$ cat config.mk
export PLATFORM = sky130hd
export DESIGN_NAME = bus_packet_receiver_param_cache_unit
export DESIGN_NICKNAME = d
export VERILOG_FILES = /design/src/rtl/core/bprc_pkg.sv /design/src/rtl/core/bprc_front.sv /design/src/rtl/core/bprc_fifo.sv /design/src/rtl/core/bprc_cache.sv /design/src/rtl/core/bus_packet_receiver_param_cache_unit.sv
export SDC_FILE = /design/constraint.sdc
export NUM_CORES = 2
export LEC_CHECK = 0
export ABC_AREA = 1
export BUFFER_PORTS_ARGS = -buffer_cell sky130_fd_sc_hd__buf_4
export CORE_ASPECT_RATIO = 1.25
export CORE_UTILIZATION = 25
export DETAILED_ROUTE_END_ITERATION = 10
export SYNTH_ARGS = -nofsm -noshare
export SYNTH_HDL_FRONTEND = slang
export SYNTH_HIERARCHICAL = 1
export SYNTH_SLANG_ARGS = --single-unit
$ cat constraint.sdc
create_clock -name clk -period 10.2 [get_ports clk]
set_input_delay 0.51 -clock clk [delete_from_list [all_inputs] [get_ports clk]]
set_output_delay 0.51 -clock clk [all_outputs]
set_load 0.01 [all_outputs]
$ cat src/rtl/core/bprc_pkg.sv
// shared types, codes and constants for the bus packet receiver
package bprc_pkg;

  // queue depth between the packet front and the cache back
  localparam int QUEUE_DEPTH = 4;

  // reset values of the configuration registers
  localparam logic [7:0] DOMAIN_RESET    = 8'd1;
  localparam logic [7:0] OWN_ID_RESET    = 8'h22;
  localparam logic [7:0] BCAST_RESET     = 8'd32;
  localparam logic [7:0] TIMEOUT_RESET   = 8'd3;
  localparam logic [7:0] IDLE_MAX        = 8'd255;

  // configuration register indexes
  localparam logic [1:0] CFG_DOMAIN  = 2'd0;
  localparam logic [1:0] CFG_OWN_ID  = 2'd1;
  localparam logic [1:0] CFG_BCAST   = 2'd2;
  localparam logic [1:0] CFG_TIMEOUT = 2'd3;

  // input item kinds
  localparam logic FUNC_BYTE = 1'b0;
  localparam logic FUNC_TICK = 1'b1;

  // byte phases: the phase in which each packet byte arrives
  localparam logic [2:0] PH_HUNT     = 3'd0;
  localparam logic [2:0] PH_SENDER   = 3'd1;
  localparam logic [2:0] PH_RECEIVER = 3'd2;
  localparam logic [2:0] PH_PARAM    = 3'd3;
  localparam logic [2:0] PH_VALUE    = 3'd4;
  localparam logic [2:0] PH_CHECK    = 3'd5;

  typedef enum logic [1:0] {
    ST_ACCEPT  = 2'd0,
    ST_CHKSUM  = 2'd1,
    ST_OTHER   = 2'd2,
    ST_TIMEOUT = 2'd3
  } status_t;

  typedef struct packed {
    logic [7:0] domain_code;
    logic [7:0] own_id;
    logic [7:0] broadcast_id;
    logic [7:0] byte_timeout_ticks;
  } cfg_t;

  typedef struct packed {
    logic       func;
    logic [7:0] rx_byte;
  } in_t;

  // classified packet passed from front to back
  typedef struct packed {
    status_t    status;
    logic [7:0] sender;
    logic [7:0] receiver;
    logic [7:0] param_code;
    logic [7:0] param_value;
  } req_t;

  typedef struct packed {
    status_t    status;
    logic [7:0] sender;
    logic [7:0] receiver;
    logic [7:0] param_code;
    logic [7:0] param_value;
    logic       value_changed;
  } out_t;

endpackage

$ cat src/rtl/core/bprc_front.sv
// packet assembler: hunts for the domain byte, collects, checks and classifies packets
module bprc_front (
  input  logic            clk,
  input  logic            rst,
  input  bprc_pkg::cfg_t  cfg,
  input  logic            in_valid,
  input  logic            in_stall,
  input  bprc_pkg::in_t   in_data,
  output logic            push,
  output bprc_pkg::req_t  push_data
);

  logic [2:0] phase, phase_next;
  logic [7:0] sum, sum_next;
  logic [7:0] idle, idle_next;
  logic [7:0] sender_b, receiver_b, param_b, value_b;
  logic [7:0] idle_inc;
  logic       accept;

  assign accept   = in_valid && !in_stall;
  assign idle_inc = (idle == bprc_pkg::IDLE_MAX) ? idle : idle + 8'd1;

  // phase, checksum and idle tracking
  always_comb begin
    phase_next = phase;
    sum_next   = sum;
    idle_next  = idle;
    push       = 1'b0;
    push_data.status      = bprc_pkg::ST_ACCEPT;
    push_data.sender      = (phase > bprc_pkg::PH_SENDER)   ? sender_b   : 8'd0;
    push_data.receiver    = (phase > bprc_pkg::PH_RECEIVER) ? receiver_b : 8'd0;
    push_data.param_code  = (phase > bprc_pkg::PH_PARAM)    ? param_b    : 8'd0;
    push_data.param_value = (phase > bprc_pkg::PH_VALUE)    ? value_b    : 8'd0;
    if (accept) begin
      if (in_data.func == bprc_pkg::FUNC_TICK) begin
        if (phase != bprc_pkg::PH_HUNT) begin
          if (idle_inc >= cfg.byte_timeout_ticks) begin
            push             = 1'b1;
            push_data.status = bprc_pkg::ST_TIMEOUT;
            phase_next       = bprc_pkg::PH_HUNT;
            idle_next        = 8'd0;
            sum_next         = 8'd0;
          end else begin
            idle_next = idle_inc;
          end
        end
      end else if (phase == bprc_pkg::PH_HUNT) begin
        if (in_data.rx_byte == cfg.domain_code) begin
          sum_next   = in_data.rx_byte;
          idle_next  = 8'd0;
          phase_next = bprc_pkg::PH_SENDER;
        end
      end else if (phase != bprc_pkg::PH_CHECK) begin
        idle_next  = 8'd0;
        sum_next   = sum + in_data.rx_byte;
        phase_next = phase + 3'd1;
      end else begin
        // checksum byte ends the packet
        idle_next  = 8'd0;
        push       = 1'b1;
        phase_next = bprc_pkg::PH_HUNT;
        sum_next   = 8'd0;
        if (in_data.rx_byte != sum) begin
          push_data.status = bprc_pkg::ST_CHKSUM;
        end else if (receiver_b != cfg.own_id && receiver_b != cfg.broadcast_id) begin
          push_data.status = bprc_pkg::ST_OTHER;
        end else begin
          push_data.status = bprc_pkg::ST_ACCEPT;
        end
      end
    end
  end

  // control state
  always_ff @(posedge clk) begin
    if (rst) begin
      phase <= bprc_pkg::PH_HUNT;
      sum   <= 8'd0;
      idle  <= 8'd0;
    end else begin
      phase <= phase_next;
      sum   <= sum_next;
      idle  <= idle_next;
    end
  end

  // packet byte capture
  always_ff @(posedge clk) begin
    if (accept && in_data.func == bprc_pkg::FUNC_BYTE) begin
      unique case (phase)
        bprc_pkg::PH_SENDER:   sender_b   <= in_data.rx_byte;
        bprc_pkg::PH_RECEIVER: receiver_b <= in_data.rx_byte;
        bprc_pkg::PH_PARAM:    param_b    <= in_data.rx_byte;
        bprc_pkg::PH_VALUE:    value_b    <= in_data.rx_byte;
        default: ;
      endcase
    end
  end

endmodule

$ cat src/rtl/core/bprc_fifo.sv
// short request queue between the packet front and the cache back
module bprc_fifo #(
  parameter int DEPTH = bprc_pkg::QUEUE_DEPTH
) (
  input  logic            clk,
  input  logic            rst,
  input  logic            push,
  input  bprc_pkg::req_t  push_data,
  input  logic            pop,
  output logic            full,
  output logic            head_valid,
  output bprc_pkg::req_t  head_data
);

  localparam int PTR_W = (DEPTH > 1) ? $clog2(DEPTH) : 1;
  localparam int CNT_W = $clog2(DEPTH + 1);

  bprc_pkg::req_t entries [DEPTH];
  logic [PTR_W-1:0] wr_ptr, rd_ptr;
  logic [CNT_W-1:0] count;

  assign full       = (count == CNT_W'(DEPTH));
  assign head_valid = (count != '0);
  assign head_data  = entries[rd_ptr];

  // pointers and fill count
  always_ff @(posedge clk) begin
    if (rst) begin
      wr_ptr <= '0;
      rd_ptr <= '0;
      count  <= '0;
    end else begin
      if (push) begin
        wr_ptr <= (wr_ptr == PTR_W'(DEPTH - 1)) ? '0 : wr_ptr + 1'b1;
      end
      if (pop) begin
        rd_ptr <= (rd_ptr == PTR_W'(DEPTH - 1)) ? '0 : rd_ptr + 1'b1;
      end
      if (push && !pop) begin
        count <= count + 1'b1;
      end else if (pop && !push) begin
        count <= count - 1'b1;
      end
    end
  end

  // entry storage
  always_ff @(posedge clk) begin
    if (push) begin
      entries[wr_ptr] <= push_data;
    end
  end

endmodule

$ cat src/rtl/core/bprc_cache.sv
// parameter cache: read, compare and update per accepted packet, plus output register
module bprc_cache (
  input  logic            clk,
  input  logic            rst,
  input  logic            head_valid,
  input  bprc_pkg::req_t  head_data,
  output logic            pop,
  output logic            out_valid,
  input  logic            out_stall,
  output bprc_pkg::out_t  out_data
);

  logic [7:0]     cache_value [256];
  logic [255:0]   cache_valid;
  logic [7:0]     rd_data;

  logic           s1_valid;
  bprc_pkg::req_t s1;
  logic           s1_byp;
  logic [7:0]     s1_byp_data;

  logic           s1_move;
  logic           wr_en;
  logic [7:0]     old_value;
  logic           changed;

  assign s1_move   = s1_valid && (!out_valid || !out_stall);
  assign pop       = head_valid && (!s1_valid || s1_move);
  assign wr_en     = s1_move && (s1.status == bprc_pkg::ST_ACCEPT);
  assign old_value = s1_byp ? s1_byp_data : rd_data;
  assign changed   = (s1.status == bprc_pkg::ST_ACCEPT) &&
                     (!cache_valid[s1.param_code] || old_value != s1.param_value);

  // cache memory: registered read on pop, write when an accepted packet leaves stage 1
  always_ff @(posedge clk) begin
    if (wr_en) begin
      cache_value[s1.param_code] <= s1.param_value;
    end
    if (pop) begin
      rd_data <= cache_value[head_data.param_code];
    end
  end

  // valid bits
  always_ff @(posedge clk) begin
    if (rst) begin
      cache_valid <= '0;
    end else if (wr_en) begin
      cache_valid[s1.param_code] <= 1'b1;
    end
  end

  // lookup stage, with bypass when the read meets a write to the same entry
  always_ff @(posedge clk) begin
    if (rst) begin
      s1_valid <= 1'b0;
    end else if (pop) begin
      s1_valid <= 1'b1;
    end else if (s1_move) begin
      s1_valid <= 1'b0;
    end
  end

  always_ff @(posedge clk) begin
    if (pop) begin
      s1          <= head_data;
      s1_byp      <= wr_en && (s1.param_code == head_data.param_code);
      s1_byp_data <= s1.param_value;
    end
  end

  // output register
  always_ff @(posedge clk) begin
    if (rst) begin
      out_valid <= 1'b0;
    end else begin
      out_valid <= s1_move || (out_valid && out_stall);
    end
  end

  always_ff @(posedge clk) begin
    if (s1_move) begin
      out_data.status        <= s1.status;
      out_data.sender        <= s1.sender;
      out_data.receiver      <= s1.receiver;
      out_data.param_code    <= s1.param_code;
      out_data.param_value   <= s1.param_value;
      out_data.value_changed <= changed;
    end
  end

endmodule

$ cat src/rtl/core/bus_packet_receiver_param_cache_unit.sv
// top level of the bus packet receiver with parameter cache
//
//   channel  | direction | handshake          | payload
//   ---------+-----------+--------------------+-------------------------------------
//   in       | input     | in_valid/in_stall  | func, rx_byte
//   out      | output    | out_valid/out_stall| status, sender, receiver, param, value,
//            |           |                    | value_changed
//   cfg      | input     | cfg_write          | cfg_index, cfg_data
//
// one item (byte or tick) is taken per cycle unless in_stall; after a checksum byte or
// timeout tick its result goes through queue, cache read stage and output register.
// back end: one request per cycle unless out_stall; one read each, a write if accepted.
// reset is synchronous; it clears phase, counters, queue and all cache valid bits.
// in_stall rises only while the request queue is full, which follows out_stall.
module bus_packet_receiver_param_cache_unit #(
  parameter int QUEUE_DEPTH = bprc_pkg::QUEUE_DEPTH
) (
  input  logic            clk,
  input  logic            rst,
  input  logic            in_valid,
  output logic            in_stall,
  input  bprc_pkg::in_t   in_data,
  output logic            out_valid,
  input  logic            out_stall,
  output bprc_pkg::out_t  out_data,
  input  logic            cfg_write,
  input  logic [1:0]      cfg_index,
  input  logic [7:0]      cfg_data
);

  bprc_pkg::cfg_t cfg;
  logic           push;
  bprc_pkg::req_t push_data;
  logic           pop;
  logic           full;
  logic           head_valid;
  bprc_pkg::req_t head_data;

  assign in_stall = full;

  // configuration registers
  always_ff @(posedge clk) begin
    if (rst) begin
      cfg.domain_code        <= bprc_pkg::DOMAIN_RESET;
      cfg.own_id             <= bprc_pkg::OWN_ID_RESET;
      cfg.broadcast_id       <= bprc_pkg::BCAST_RESET;
      cfg.byte_timeout_ticks <= bprc_pkg::TIMEOUT_RESET;
    end else if (cfg_write) begin
      unique case (cfg_index)
        bprc_pkg::CFG_DOMAIN:  cfg.domain_code        <= cfg_data;
        bprc_pkg::CFG_OWN_ID:  cfg.own_id             <= cfg_data;
        bprc_pkg::CFG_BCAST:   cfg.broadcast_id       <= cfg_data;
        bprc_pkg::CFG_TIMEOUT: cfg.byte_timeout_ticks <= cfg_data;
      endcase
    end
  end

  bprc_front u_front (
    .clk       (clk),
    .rst       (rst),
    .cfg       (cfg),
    .in_valid  (in_valid),
    .in_stall  (full),
    .in_data   (in_data),
    .push      (push),
    .push_data (push_data)
  );

  bprc_fifo #(
    .DEPTH (QUEUE_DEPTH)
  ) u_fifo (
    .clk        (clk),
    .rst        (rst),
    .push       (push),
    .push_data  (push_data),
    .pop        (pop),
    .full       (full),
    .head_valid (head_valid),
    .head_data  (head_data)
  );

  bprc_cache u_cache (
    .clk        (clk),
    .rst        (rst),
    .head_valid (head_valid),
    .head_data  (head_data),
    .pop        (pop),
    .out_valid  (out_valid),
    .out_stall  (out_stall),
    .out_data   (out_data)
  );

  // the front never writes into a full queue
  a_no_overflow: assert property (@(posedge clk) disable iff (rst) push |-> !full)
    else $error("request pushed into full queue");

  // rejected or timed-out packets never report a changed value
  a_reject_unchanged: assert property (@(posedge clk) disable iff (rst)
    (out_valid && out_data.status != bprc_pkg::ST_ACCEPT) |-> !out_data.value_changed)
    else $error("value_changed set on a rejected packet");

  // no result right after reset
  a_reset_quiet: assert property (@(posedge clk) rst |=> !out_valid)
    else $error("result present after reset");

endmodule

==> results.yml <==
timing:
  setup_viol: 0
  tightestPinTransition_ps: 1215
  fmax_mhz: 164.5
  tns_ps: 0
  slew_headroom_pct: 18.71
  worst_clock_skew_ps: 56.63
  timing.final.crit_share_pct: 59.59
  slew_violations: 0
  rsz0062_at_grt: "false"
  post-route-min-period_ps: 6079
  hold_viol: 0
logic_synthesis:
  synth_top_area_cell: "edfxtp_1"
  synthCells: 9114
  syn_area_um2: 105500
  synth.distinct_cells: 47
  synth_ff_type: "edfxtp_1"
  avgSynthCellArea_um2: 11.58
  ys_ff_latch: 2620
  synth_edf_count: 2302
  synth_area_leaders: "edfxtp_1 (66%), dfxtp_1 (6.0%), nor2_1 (5.9%)"
  post-synth-top-count-cell: "edfxtp_1"
  synth_nets: 9163
  synthArstFlopShare_pct: 0
  ys_warn_count: 6
  synth_top_cell_area_share_pct: 65.52
  ys_seq_area_share_pct: 71.55
  synthTopCellsByCount: "edfxtp_1 (2,302), nor2_1 (1,649), nand2_1 (1,304)"
critical_path:
  cp_cell_sequence: "buf_4 -> inv_2 -> o21ai_0 -> o22ai_4 -> buf_4 -> clkinv_16 -> buf_12 -> o21ai_0 -> o22ai_1 -> nand2_1 -> nand3_1 -> nand3_1 -> nand3_1 -> nand3_1 -> nand2_1 -> nand2_1 -> nand2_1"
  crit_slowest_cell: "clkinv_16"
  timing.rr.end: "u_cache/rd_data[5]"
  end_kind: "flip-flop"
  cp.required_ps: 10810
  reg2reg_setup_slack_ps: 4120
  path_class: "reg2reg"
  reg2regPathDepth: 17
  critPathLaunchType: "flip-flop"
  slowest_delay_ps: 720
  worstPathArrival_ps: 6690
  path_max_fanout: 307
layout:
  regArea_um2: 75490
  fillers: 42974
  drive_above_1_share_pct: 8.202
  postLayoutCellArea_um2: 120200
  final_cells: 14799
  multiInputGateArea_um2: 26270
  syn_to_final_growth_pct: 13.92
  nets: 9014
die:
  ioPinCount: 61
  rows: 266
  die_area_um2: 424600
  initial_utilization_pct: 25.12
  die_h_um: 728.3
  design.core.area_um2: 420000
  die_w_um: 583.1
placed_design:
  routabilityCongestion: 0.8280
  placed_cells: 14306
  place_hpwl_mm: 167.2
  dpl_cell_area_um2: 111500
  port-buffer-count: 60
routing:
  first_pass_iters: 8
  num_vias: 70502
  drc: 0
  wl_met1_mm: 120.9
  wl_mm: 305.3
  top_layer: "met5"
  drt.antenna.violating_nets: 0
  wl_per_cell_um: 20.63
  viasPerCell: 4.764
  met3_length_mm: 22.99
  drt_iter0_drc: 7502
  dr_wl_met2_mm: 148.1
hold_path:
  whs_endpoint: "cfg[24]"
  min_path_type: "in2reg"
  whs_path_depth: 4
  hold_start: "cfg_write"
clock_tree:
  htreeDepth: 5
  clock_tree.root_cell: "clkbuf_16"
  clk_latency_ps: 860
  cts_setup_buffers: 0
  cts_made_buffers: 266
  clockBufferDepth: 4
  clk_transition_reported_paths_ps: 60
  cts_sinks: 2620
  cts_tree: "built"
grt:
  overflow: 0
  grt_max_degree: 308
  antenna_found_initial: 8
  grt_pass1_vias: 66640
  track_usage_pct: 13.81
  grt_pass1_wl_mm: 446.7
power_and_ir_drop:
  powerDensity_nw_per_um2: 289.6
  leakagePower_nw: 39.46
  ir_drop_uv: 290.8
run_status:
  run_status: "finished clean"
run:
  maxCapViolCount: 0
## cell type report
type / instances / share of cell area [%]
sequential: 2620 / 62.81
multi-input combinational: 5586 / 21.86
timing repair buffer: 179 / 1.341
inverter: 312 / 1.019
antenna: 3 / 0.006246
tap: 5628 / 5.859
clock buffer: 364 / 6.239
clock inverter: 107 / 0.8651
## state kept, by name, indices dropped and copies added, names as in the netlist, 2 cells and up, named ones only
name and flops:
u_cache/rd_data 8, u_cache/s1 34, u_front/value_b 8, u_front/sum 8, u_cache/out_data 35, u_front/phase 3
u_front/param_b 8, u_fifo/count 3, u_cache/cache_valid 256, u_fifo/entries 136, u_cache/cache_value 2048, u_front/idle 8
cfg 32, u_fifo/rd_ptr 2, u_fifo/wr_ptr 2, u_front/sender_b 8, u_cache/s1_byp_data 8, u_front/receiver_b 8
## repair_timing
action	4_1_cts	5_1_grt
endpoints found under the hold margin	65	0
gates resized for setup	0	0
hold buffers	19	0
## report_power, final
part,internal [mW],switching (mW)
clock,5.60,4.10
sequential,13.3,0.231
combinational,2.55,9.07
## stage by stage
stage	hold slack (ps)	power, mW	setup WS [ps]	utilization [%]
2_1_floorplan	400.3	20.68	5893	-
3_3_place_gp	408.6	25.13	4538	26.54
3_5_place_dp	410.8	25.18	4386	26.54
4_1_cts	3.088	34.82	4404	28.61
5_1_grt	76.02	36.12	4016	28.61
6_report	61.39	34.81	4121	28.62
## logic make-up (layout without fill, tap and decap cells)
logic type | count (synthesis) | count (layout) | share of synthesized area, %
other | 0 | 3 | 0
flip-flops | 2620 | 2620 | 71.55
AND/OR/NAND/NOR | 3632 | 3632 | 13.87
multiplexers | 8 | 8 | 0.07590
adder cells (fa/ha/maj) | 25 | 25 | 0.3107
buffers and inverters | 908 | 962 | 3.640
AO/OA/AOI/OAI | 1884 | 1884 | 10.24
XOR/XNOR | 37 | 37 | 0.3071
## routing by layer
metal  up-vias  track usage, %
met3       578           2.063
met4         2           5.855
met1     35191           17.42
li1      31938               -
met5         -               0
met2      2793           23.49
## cells in the final DEF, fill, tap and decap left out, types with 19 or more instances in the layout
cell type,count
clkinv_2,37
ha_1,23
a21oi_1,112
nand3_1,595
xnor2_1,27
dfxtp_1,317
nor2_2,24
nor2_1,1646
o21ba_2,118
clkbuf_16,277
edfxtp_1,2302
o21ai_0,1108
inv_2,25
inv_1,279
dlygate4sd3_1,19
o22ai_1,498
clkbuf_1,63
o21ai_1,21
clkinv_1,36
buf_4,142
clkbuf_8,24
nand2_1,1304
## worst max path at each step
| stage | startpoint | end | slack (ps) | depth (start not counted) |
|---|---|---|---|---|
| global placement | flip-flop | u_cache/rd_data[3] | 4540 | 17 |
| floorplan | u_cache/s1[7] | u_cache/out_data[0] | 5890 | 5 |
| detailed placement | flip-flop | u_cache/rd_data[4] | 4390 | 17 |
| finish | flip-flop | u_cache/rd_data[5] | 4120 | 17 |
| CTS | flip-flop | u_cache/rd_data[4] | 4400 | 17 |
| global route | flip-flop | u_cache/rd_data[4] | 4020 | 17 |
## critical path, delay by kind of cell (launching register included)
kind	cells	cell delay (ps)
DFF	1	300
buffers and inverters	5	2640
AOI/OAI and AO/OA	4	960
and+or+nand+nor	8	1290
Power figures use the tool's default switching activity.
